File: src/rtl/assert_macros.svh
// assertion helpers, included by the top-level core
`ifndef ASSERT_MACROS_SVH
`define ASSERT_MACROS_SVH

// condition must hold at every clock edge outside reset
`define MHPQ_ASSERT(lbl, cond, msg) \
  lbl: assert property (@(posedge clk) disable iff (rst) (cond)) else $error(msg);

// consequent must hold in the cycle after the antecedent
`define MHPQ_ASSERT_NEXT(lbl, ante, cons, msg) \
  lbl: assert property (@(posedge clk) disable iff (rst) (ante) |=> (cons)) else $error(msg);

`endif

File: src/rtl/mhpq_pkg.sv
package mhpq_pkg;

  // heap geometry
  localparam int DEPTH  = 128;
  localparam int ADDR_W = $clog2(DEPTH);
  localparam int CNT_W  = $clog2(DEPTH + 1);
  localparam int IDX_W  = ADDR_W + 2;
  localparam int DATA_W = 32;
  localparam int OUT_CNT_W = 8;

  localparam logic [DATA_W-1:0] INT_MIN = {1'b1, {(DATA_W-1){1'b0}}};

  // action codes
  localparam logic ACT_INSERT = 1'b0;
  localparam logic ACT_REMOVE = 1'b1;

  typedef logic signed [DATA_W-1:0] data_t;

  typedef enum logic [1:0] {
    ST_OK    = 2'd0,
    ST_FULL  = 2'd1,
    ST_EMPTY = 2'd2
  } status_t;

  typedef enum logic [2:0] {
    S_IDLE,
    S_UP_RD,
    S_UP_CMP,
    S_RM_RD,
    S_RM_LD,
    S_DN_RD,
    S_DN_CMP,
    S_DONE
  } state_t;

  // controller to datapath
  typedef struct packed {
    logic accept_ins;
    logic accept_rem;
    logic set_full;
    logic set_empty;
    logic up_read;
    logic up_move;
    logic rm_read;
    logic rm_load;
    logic dn_read;
    logic dn_move;
    logic place;
    logic out_load;
  } cmd_t;

  // datapath to controller
  typedef struct packed {
    logic full;
    logic empty;
    logic pos_zero;
    logic up_gt;
    logic no_left;
    logic dn_stay;
    logic out_free;
  } sts_t;

endpackage

File: src/rtl/mhpq_ctrl.sv
module mhpq_ctrl (
  input  logic           clk,
  input  logic           rst,
  input  logic           in_valid,
  input  logic           in_action,
  output logic           in_ready,
  input  mhpq_pkg::sts_t sts,
  output mhpq_pkg::cmd_t cmd
);

  mhpq_pkg::state_t state;
  mhpq_pkg::state_t state_next;

  // state register
  always_ff @(posedge clk) begin
    if (rst) begin
      state <= mhpq_pkg::S_IDLE;
    end else begin
      state <= state_next;
    end
  end

  // next state
  always_comb begin
    state_next = state;
    case (state)
      mhpq_pkg::S_IDLE: begin
        if (in_valid) begin
          if (in_action == mhpq_pkg::ACT_INSERT) begin
            state_next = sts.full ? mhpq_pkg::S_DONE : mhpq_pkg::S_UP_RD;
          end else begin
            state_next = sts.empty ? mhpq_pkg::S_DONE : mhpq_pkg::S_RM_RD;
          end
        end
      end
      mhpq_pkg::S_UP_RD: begin
        state_next = sts.pos_zero ? mhpq_pkg::S_DONE : mhpq_pkg::S_UP_CMP;
      end
      mhpq_pkg::S_UP_CMP: begin
        state_next = sts.up_gt ? mhpq_pkg::S_UP_RD : mhpq_pkg::S_DONE;
      end
      mhpq_pkg::S_RM_RD: begin
        state_next = mhpq_pkg::S_RM_LD;
      end
      mhpq_pkg::S_RM_LD: begin
        state_next = sts.empty ? mhpq_pkg::S_DONE : mhpq_pkg::S_DN_RD;
      end
      mhpq_pkg::S_DN_RD: begin
        state_next = sts.no_left ? mhpq_pkg::S_DONE : mhpq_pkg::S_DN_CMP;
      end
      mhpq_pkg::S_DN_CMP: begin
        state_next = sts.dn_stay ? mhpq_pkg::S_DONE : mhpq_pkg::S_DN_RD;
      end
      mhpq_pkg::S_DONE: begin
        if (sts.out_free) begin
          state_next = mhpq_pkg::S_IDLE;
        end
      end
      default: begin
        state_next = mhpq_pkg::S_IDLE;
      end
    endcase
  end

  // commands
  always_comb begin
    cmd      = '0;
    in_ready = 1'b0;
    case (state)
      mhpq_pkg::S_IDLE: begin
        in_ready = !rst;
        if (in_valid && !rst) begin
          if (in_action == mhpq_pkg::ACT_INSERT) begin
            cmd.accept_ins = !sts.full;
            cmd.set_full   = sts.full;
          end else begin
            cmd.accept_rem = !sts.empty;
            cmd.set_empty  = sts.empty;
          end
        end
      end
      mhpq_pkg::S_UP_RD: begin
        cmd.up_read = !sts.pos_zero;
        cmd.place   = sts.pos_zero;
      end
      mhpq_pkg::S_UP_CMP: begin
        cmd.up_move = sts.up_gt;
        cmd.place   = !sts.up_gt;
      end
      mhpq_pkg::S_RM_RD: begin
        cmd.rm_read = 1'b1;
      end
      mhpq_pkg::S_RM_LD: begin
        cmd.rm_load = 1'b1;
      end
      mhpq_pkg::S_DN_RD: begin
        cmd.dn_read = !sts.no_left;
        cmd.place   = sts.no_left;
      end
      mhpq_pkg::S_DN_CMP: begin
        cmd.dn_move = !sts.dn_stay;
        cmd.place   = sts.dn_stay;
      end
      mhpq_pkg::S_DONE: begin
        cmd.out_load = sts.out_free;
      end
      default: begin
        cmd = '0;
      end
    endcase
  end

endmodule

File: config.mk
export PLATFORM = sky130hd
export DESIGN_NAME = mhpq_ctrl
export DESIGN_NICKNAME = d
export VERILOG_FILES = /design/src/rtl/assert_macros.svh /design/src/rtl/mhpq_pkg.sv /design/src/rtl/mhpq_ctrl.sv
export SDC_FILE = /design/constraint.sdc
export NUM_CORES = 1
export LEC_CHECK = 0
export BUFFER_PORTS_ARGS = -buffer_cell sky130_fd_sc_hd__buf_2
export CAP_MARGIN = 20
export CORE_AREA = 10 10 47 49
export CTS_CLUSTER_DIAMETER = 120
export DETAILED_ROUTE_END_ITERATION = 16
export DIE_AREA = 0 0 57 59
export GPL_TIMING_DRIVEN = 0
export PLACE_DENSITY = 0.57
export SETUP_SLACK_MARGIN = 0.1
export SYNTH_ARGS = -nofsm -noshare
export SYNTH_HDL_FRONTEND = slang
export SYNTH_SLANG_ARGS = --single-unit
File: constraint.sdc
create_clock -name clk -period 2.3 [get_ports clk]
set_input_delay 0 -clock clk [delete_from_list [all_inputs] [get_ports clk]]
set_output_delay 0 -clock clk [all_outputs]
set_load 0.005 [all_outputs]
# Yosys cells after proc, flatten, opt, wreduce, memory -nomap -nowiden
# Cells that the tools add are included.
# W data, S select, Z words.
[word_totals]
wordCells = 46
ff_bits = 3
[op_classes]
reduce_logical = 10
muxes = 26
eq_ne = 9
[ops]
columns = ["op", "count"]
rows = [
  ["$pmux W3 S8", 1],
  ["$mux W3", 7],
  ["$mux W1", 13],
  ["$eq A3 B3 Y1 const B", 4],
  ["$mux W4", 2],
  ["$logic_not A1 Y1", 7],
  ["$eq A3 B2 Y1 const B", 2],
  ["$mux W2", 2],
  ["$ne A2 B2 Y1 const B", 2],
  ["$pmux W1 S4", 1],
  ["$eq A3 B1 Y1 const B", 1],
  ["$logic_not A3 Y1", 1],
  ["$reduce_and A2 Y1", 1],
  ["$logic_and A1 B1 Y1", 1],
]

# Depth between registers and ports, before layout
# Gate-level depths: netlist of the first run.
[logic_depth]
ltp_word = 4
mapped_depth = 5

# Worst setup path before layout of the first run
# Ideal clock, no wire load.
[synth_path]
path_type = "flip-flop to flip-flop"
start = "register state[0]"
end = "register state[2]"
synth_period_minus_slack_ps = 1259
setup_time_ps = 79
path_buffers = 1
slack_ps = 1041
stages_incl_launch_ff = 6
arrival_time_ps = 1179
cell_sequence = "dfxtp_1 buf_4 nand2b_4 nor3b_1 or3b_1 a211oi_2"
[synth_via]
elab_chain_len = 3
elab_cells_between_ends = 12
[synth_rtl]
columns = ["item", "line_no", "rtl"]
rows = [
  ["from (decl)", "mhpq_ctrl.sv:11", "mhpq_pkg::state_t state;"],
  ["from (signal assigned)", "mhpq_ctrl.sv:17", "state <= mhpq_pkg::S_IDLE;"],
  ["from (signal assigned)", "mhpq_ctrl.sv:19", "state <= state_next;"],
  ["$eq A3 B3 Y1 or $logic_not A3 Y1 (tied branches)", "mhpq_ctrl.sv:26", "case (state)"],
  ["$ne A2 B2 Y1 (no source line)", "-", ""],
  ["$reduce_and A2 Y1 (no source line)", "-", ""],
]
# Parallel ways exist; a longest one is shown, timed or not.
# A chain may end at the register's enable or synchronous reset.

==> flow_metrics.py, run 1 <==
metrics = {
    "die": {
        "die_w_um": 57,
        "num_rows": 14,
        "dieArea_mm2": 0.00336,
        "start_util_pct": 24.5,
        "fp.coreArea_mm2": 0.00140,
        "ioPinCount": 24,
        "die_h_um": 59,
    },
    "global_route": {
        "grt_overflow": 0,
        "grt_max_degree": 11,
        "grt_pass1_wl_um": 1810,
        "grt_pass1_vias": 442,
        "grt_use_total_pct": 6.26,
        "antenna_found_initial": 0,
    },
    "timing": {
        "final-hold-violation-count": 0,
        "fin_setup_tns_ps": 0,
        "layout_min_cycle_time_ps": 1570,
        "fmax_ghz": 0.636,
        "rsz0062_at_grt": "no",
        "slew_headroom_pct": 76.4,
        "finalCritPeriodShare_pct": 68.4,
        "final-setup-viol-count": 0,
        "tightest_slew_ps": 353,
        "slew_violations": 0,
        "fin_worst_skew_ps": 4.58,
    },
    "critical_path": {
        "critPathSlowestCell": "dfxtp_1",
        "start_kind": "flip-flop",
        "crit_family": "simple AND/OR/NAND/NOR gates",
        "reg2reg_depth": 5,
        "max_stage_delay_ps": 350,
        "cp_num_buf_inv": 2,
        "cp.required_ps": 2300,
        "cp-end-kind": "output port",
        "cp_cell_sequence": "clkbuf_1 > nor3_1 > nand3b_1 > nor3b_1 > buf_2",
        "cp_max_fo": 10,
        "crit_type": "flip-flop to output port",
        "worstPathArrival_ps": 1570,
        "crit_cells": 5,
    },
    "clocking": {
        "clockRootBuffer": "clkbuf_4",
        "ctsResizeCount": 0,
        "h-tree-depth": 1,
        "clk_latency_ps": 230,
        "cts_buffer_depth": 2,
        "cts_tree": "yes",
        "cts_num_sinks": 3,
        "clk_pin_slew_ps": 40,
        "cts_buffers": 3,
    },
    "synth": {
        "synth_fa_ha_area_share_pct": 0,
        "synth_xor_area_share_pct": 0,
        "netlist_area_um2": 343,
        "async_flop_share_pct": 0,
        "ys_seq_area_share_pct": 17.5,
        "synth_nets": 62,
        "synth_compound_area_share_pct": 18.2,
        "synth_top_family_by_area": "simple AND/OR/NAND/NOR gates",
        "ys_ff_latch": 3,
        "synthSimpleGateAreaFrac_pct": 55.5,
        "ys.flop_type": "dfxtp_1",
        "ys_types": 23,
        "syn_inst": 51,
        "yosys_warnings": 0,
        "synth_mux_area_share_pct": 2.92,
        "synth_enable_flop_cells": 0,
        "avgSynthCellArea_um2": 6.72,
    },
    "power_and_ir_drop": {
        "total_power_uw": 339,
        "power_per_cell_area_mw_per_mm2": 659,
        "peakVddDrop_mv": 0.318,
        "leakage_uw": 0.000256,
    },
    "worst_hold_path": {
        "hold_path_class": "primary input to flip-flop",
        "holdPathStages": 3,
    },
    "layout": {
        "syn_to_final_growth_pct": 50.0,
        "fill_cells": 163,
        "largest_reg_flops": 3,
        "ff_latch_area_um2": 60.1,
        "diodes": 0,
        "mostFrequentLayoutCells": "buf_2, nor2_1, nand2_1, nor3b_1, nor3_1",
        "largestRegisters": "state: 3 flops",
        "layout-drive-gt1-share_pct": 38.0,
        "top_register": "state",
        "multi_input_area_um2": 263,
        "nNetsFinal": 91,
        "final_common_cell": "buf_2",
    },
    "drt": {
        "antenna_left": 0,
        "vias_per_cell": 4.47,
        "drc": 0,
        "first_pass_iters": 4,
        "drtIter0Drc": 9,
        "wirelength_um": 1060,
        "wl_per_cell_um": 11.1,
        "dr_total_vias": 425,
    },
    "run_status": {
        "status": "completed",
    },
    "run": {
        "max_cap_viol_count": 0,
    },
    "placed_design": {
        "port_buffers": 23,
        "gp_congestion": 0.730,
        "dp_hpwl_um": 881,
    },
}
## routing by layer
metal  global-route usage (%)  vias up  wire (um)
li1                         -      234          -
met1                     8.29      173        555
met2                     8.22       18        408
met3                     3.43        0         92
met4                     2.01        0          0
met5                        0        -          0
## cell usage after synthesis (2+ instances only)
cell	n	area share, %
a21oi_1	2	2.9
dfxtp_1	3	18
nand2_1	6	6.6
nand2b_1	3	5.5
nand3_1	2	2.9
nor2_1	7	7.7
nor2b_1	3	5.5
nor3_1	4	5.8
nor3b_1	5	11
o21ai_0	3	4.4
## logic make-up after synthesis
family | Yosys count
multiplexers | 1
buffers and inverters | 4
AND/OR/NAND/NOR | 34
flip-flops | 3
AO/OA/AOI/OAI | 9
## tightest hold or removal path, cell delays in order
cell and delay (ps):
buf_2 120, nand2_1 60, a311oi_1 80
## metrics by stage
stage | instance area [um2] | hold slack (ps) | utilization, % | instances | worst slack [ps]
2_1_floorplan | 343 | 31.1 | - | 51 | 1040
3_3_place_gp | 478 | 230 | 34.1 | 90 | 963
3_5_place_dp | 478 | 228 | 34.1 | 90 | 975
4_1_cts | 514 | 73.7 | 36.7 | 95 | 721
5_1_grt | 514 | 76.8 | 36.7 | 95 | 480
6_report | 514 | 80.7 | 36.7 | 95 | 728
## worst paths after layout
path / startpoint / endpoint / slack (ps)
worst max-delay path: state[2] / cmd[10] / 730
worst min-delay path: sts[4] / state[0] / 80
worst max register to register: state[0] / state[2] / 970
worst min register to register: state[0] / state[0] / 580
## cell type report
| type | instances | share of cell area (%) |
|---|---|---|
| buffer | 3 | 3.16 |
| inverter | 1 | 0.730 |
| clock buffer | 4 | 5.11 |
| tap | 16 | 3.89 |
| multi-input combinational | 44 | 51.1 |
| sequential | 3 | 11.7 |
| timing repair buffer | 24 | 24.3 |
## repair_timing
action | in CTS | in global routing
endpoints found under the hold margin | 3 | 0
setup buffers | 0 | 0
hold buffers | 1 | 0
## power breakdown
part | switching (uW) | internal [uW] | leakage (uW) | total [uW]
combinational | 89.2 | 81.6 | 0.000216 | 171
clock | 25.6 | 64.9 | 0.0000150 | 90.5
sequential | 12.8 | 64.6 | 0.0000251 | 77.4
No activity file was read; power rests on OpenSTA's default activity.
==> run 2, diff against run 1 <==
--- a/config.mk
+++ b/config.mk
@@ -12,7 +12,7 @@
 export DETAILED_ROUTE_END_ITERATION = 16
 export DIE_AREA = 0 0 57 59
 export GPL_TIMING_DRIVEN = 0
-export PLACE_DENSITY = 0.57
+export PLACE_DENSITY = 0.59
 export SETUP_SLACK_MARGIN = 0.1
 export SYNTH_ARGS = -nofsm -noshare
 export SYNTH_HDL_FRONTEND = slang
==> constraint.sdc (replaced) <==
create_clock -name clk -period 1.33 [get_ports clk]
set_input_delay 0 -clock clk [delete_from_list [all_inputs] [get_ports clk]]
set_output_delay 0 -clock clk [all_outputs]
set_load 0.005 [all_outputs]
==> flow_metrics.py, run 2 (synthesis gave the netlist of run 1 again) <==
metrics = {
    "critical_path": {
        "cp-end-kind": "output port",
        "crit_family": "simple AND/OR/NAND/NOR gates",
        "cp.required_ps": 1330,
        "cp_num_buf_inv": 3,
        "crit_type": "flip-flop to output port",
        "start_kind": "flip-flop",
        "critPathSlowestCell": "or3_4",
        "cp_max_fo": 3,
        "max_stage_delay_ps": 350,
        "worstPathArrival_ps": 1400,
        "cp_cell_sequence": "buf_6 > buf_4 > or3_4 > nor2_2 > buf_2",
    },
    "clocking": {
        "h-tree-depth": 1,
        "cts_num_sinks": 3,
        "clockRootBuffer": "clkbuf_4",
        "cts_buffers": 3,
        "clk_latency_ps": 240,
        "cts_tree": "yes",
        "cts_buffer_depth": 2,
        "clk_pin_slew_ps": 40,
    },
    "timing": {
        "fmax_ghz": 0.715,
        "slew_headroom_pct": 83.2,
        "final-hold-violation-count": 0,
        "rsz0062_at_grt": "yes",
        "fin_worst_skew_ps": 9.42,
        "finalCritPeriodShare_pct": 105,
        "final-setup-viol-count": 2,
        "fin_setup_tns_ps": -74.9,
        "hold_ws_ps": 102,
        "tightest_slew_ps": 251,
        "slew_violations": 0,
        "setup_ws_ps": -68.4,
        "layout_min_cycle_time_ps": 1400,
    },
    "worst_hold_path": {
        "hold_path_class": "primary input to flip-flop",
    },
    "placed_design": {
        "dp_hpwl_um": 934,
        "port_buffers": 23,
        "gp_congestion": 0.718,
        "dp_slack_ps": -20.4,
    },
    "drt": {
        "wirelength_um": 1500,
        "first_pass_iters": 4,
        "wl_per_cell_um": 14.1,
        "drtIter0Drc": 3,
        "vias_per_cell": 4.72,
        "antenna_left": 0,
        "drc": 0,
        "dr_total_vias": 500,
    },
    "run_status": {
        "status": "finished, violations left",
        "violations": "negative setup slack",
    },
    "die": {
        "die_h_um": 59,
        "fp.coreArea_mm2": 0.00140,
        "dieArea_mm2": 0.00336,
        "ioPinCount": 24,
        "start_util_pct": 24.5,
        "num_rows": 14,
        "die_w_um": 57,
    },
    "global_route": {
        "grt_max_degree": 7,
        "antenna_found_initial": 0,
        "grt_pass1_wl_um": 2200,
        "grt_pass1_vias": 501,
        "grt_use_total_pct": 8.14,
        "grt_overflow": 0,
    },
    "layout": {
        "largest_reg_flops": 3,
        "layout-drive-gt1-share_pct": 63.3,
        "nNetsFinal": 102,
        "syn_to_final_growth_pct": 111,
        "top_register": "state",
        "final_common_cell": "buf_2",
        "diodes": 0,
        "utilization_pct": 51.5,
        "mostFrequentLayoutCells": "buf_2, buf_4, nand2_1, nor2_1, buf_6",
        "largestRegisters": "state: 3 flops",
    },
    "power_and_ir_drop": {
        "peakVddDrop_mv": 0.468,
        "leakage_uw": 0.000341,
        "power_per_cell_area_mw_per_mm2": 1220,
    },
    "run": {
        "max_cap_viol_count": 0,
    },
}
-- run 2: power by group --
part | switching [uW] | internal [uW] | leakage [uW] | total (uW)
Clock | 54.2 | 113 | 0.0000150 | 167
Sequential | 19.1 | 119 | 0.0000262 | 138
Combinational | 256 | 316 | 0.000300 | 573
-- run 2: area by class of cell --
type | count | area, um2
multi-input combinational | 44 | 349
timing repair buffer | 35 | 218
sequential | 3 | 67.6
inverter | 1 | 3.75
fill | 154 | 679
tap | 16 | 20.0
buffer | 3 | 37.5
clock buffer | 4 | 26.3
-- run 2: path summary, 6_finish.rpt --
check                           slack [ps]  depth (start not counted)  startpoint  endpoint
worst max-delay path                   -70                          5    state[1]  in_ready
worst min-delay path                   100                          3    in_valid  state[0]
worst max register to register          10                          5    state[1]  state[2]
worst min register to register         780                          3    state[2]  state[2]
-- run 2: tightest hold or removal path, stage by stage --
cell and delay [ps]:
buf_2 130, nor2_4 110, a311oi_2 50
-- run 2: metrics by stage --
step / instances / total power [uW] / area (um2)
6_report: 106 / 878 / 722
2_1_floorplan: 51 / 351 / 354
3_3_place_gp: 90 / 447 / 489
5_1_grt: 106 / 939 / 722
3_5_place_dp: 90 / 449 / 489
4_1_cts: 103 / 776 / 641
-- run 2: timing repair --
action,in CTS,in global routing
resized for setup,15,16
buffers inserted,7,4
endpoints found under the setup margin,13,11
hold endpoints to repair,2,0
pin swaps,8,11
hold buffers,2,0
-- run 2: layer usage --
metal / GRT usage (%) / part of all wire, %
met4: 7.05 / 1.7
met2: 12.9 / 48
met3: 2.79 / 6.6
met5: 0 / 0
met1: 8.47 / 43
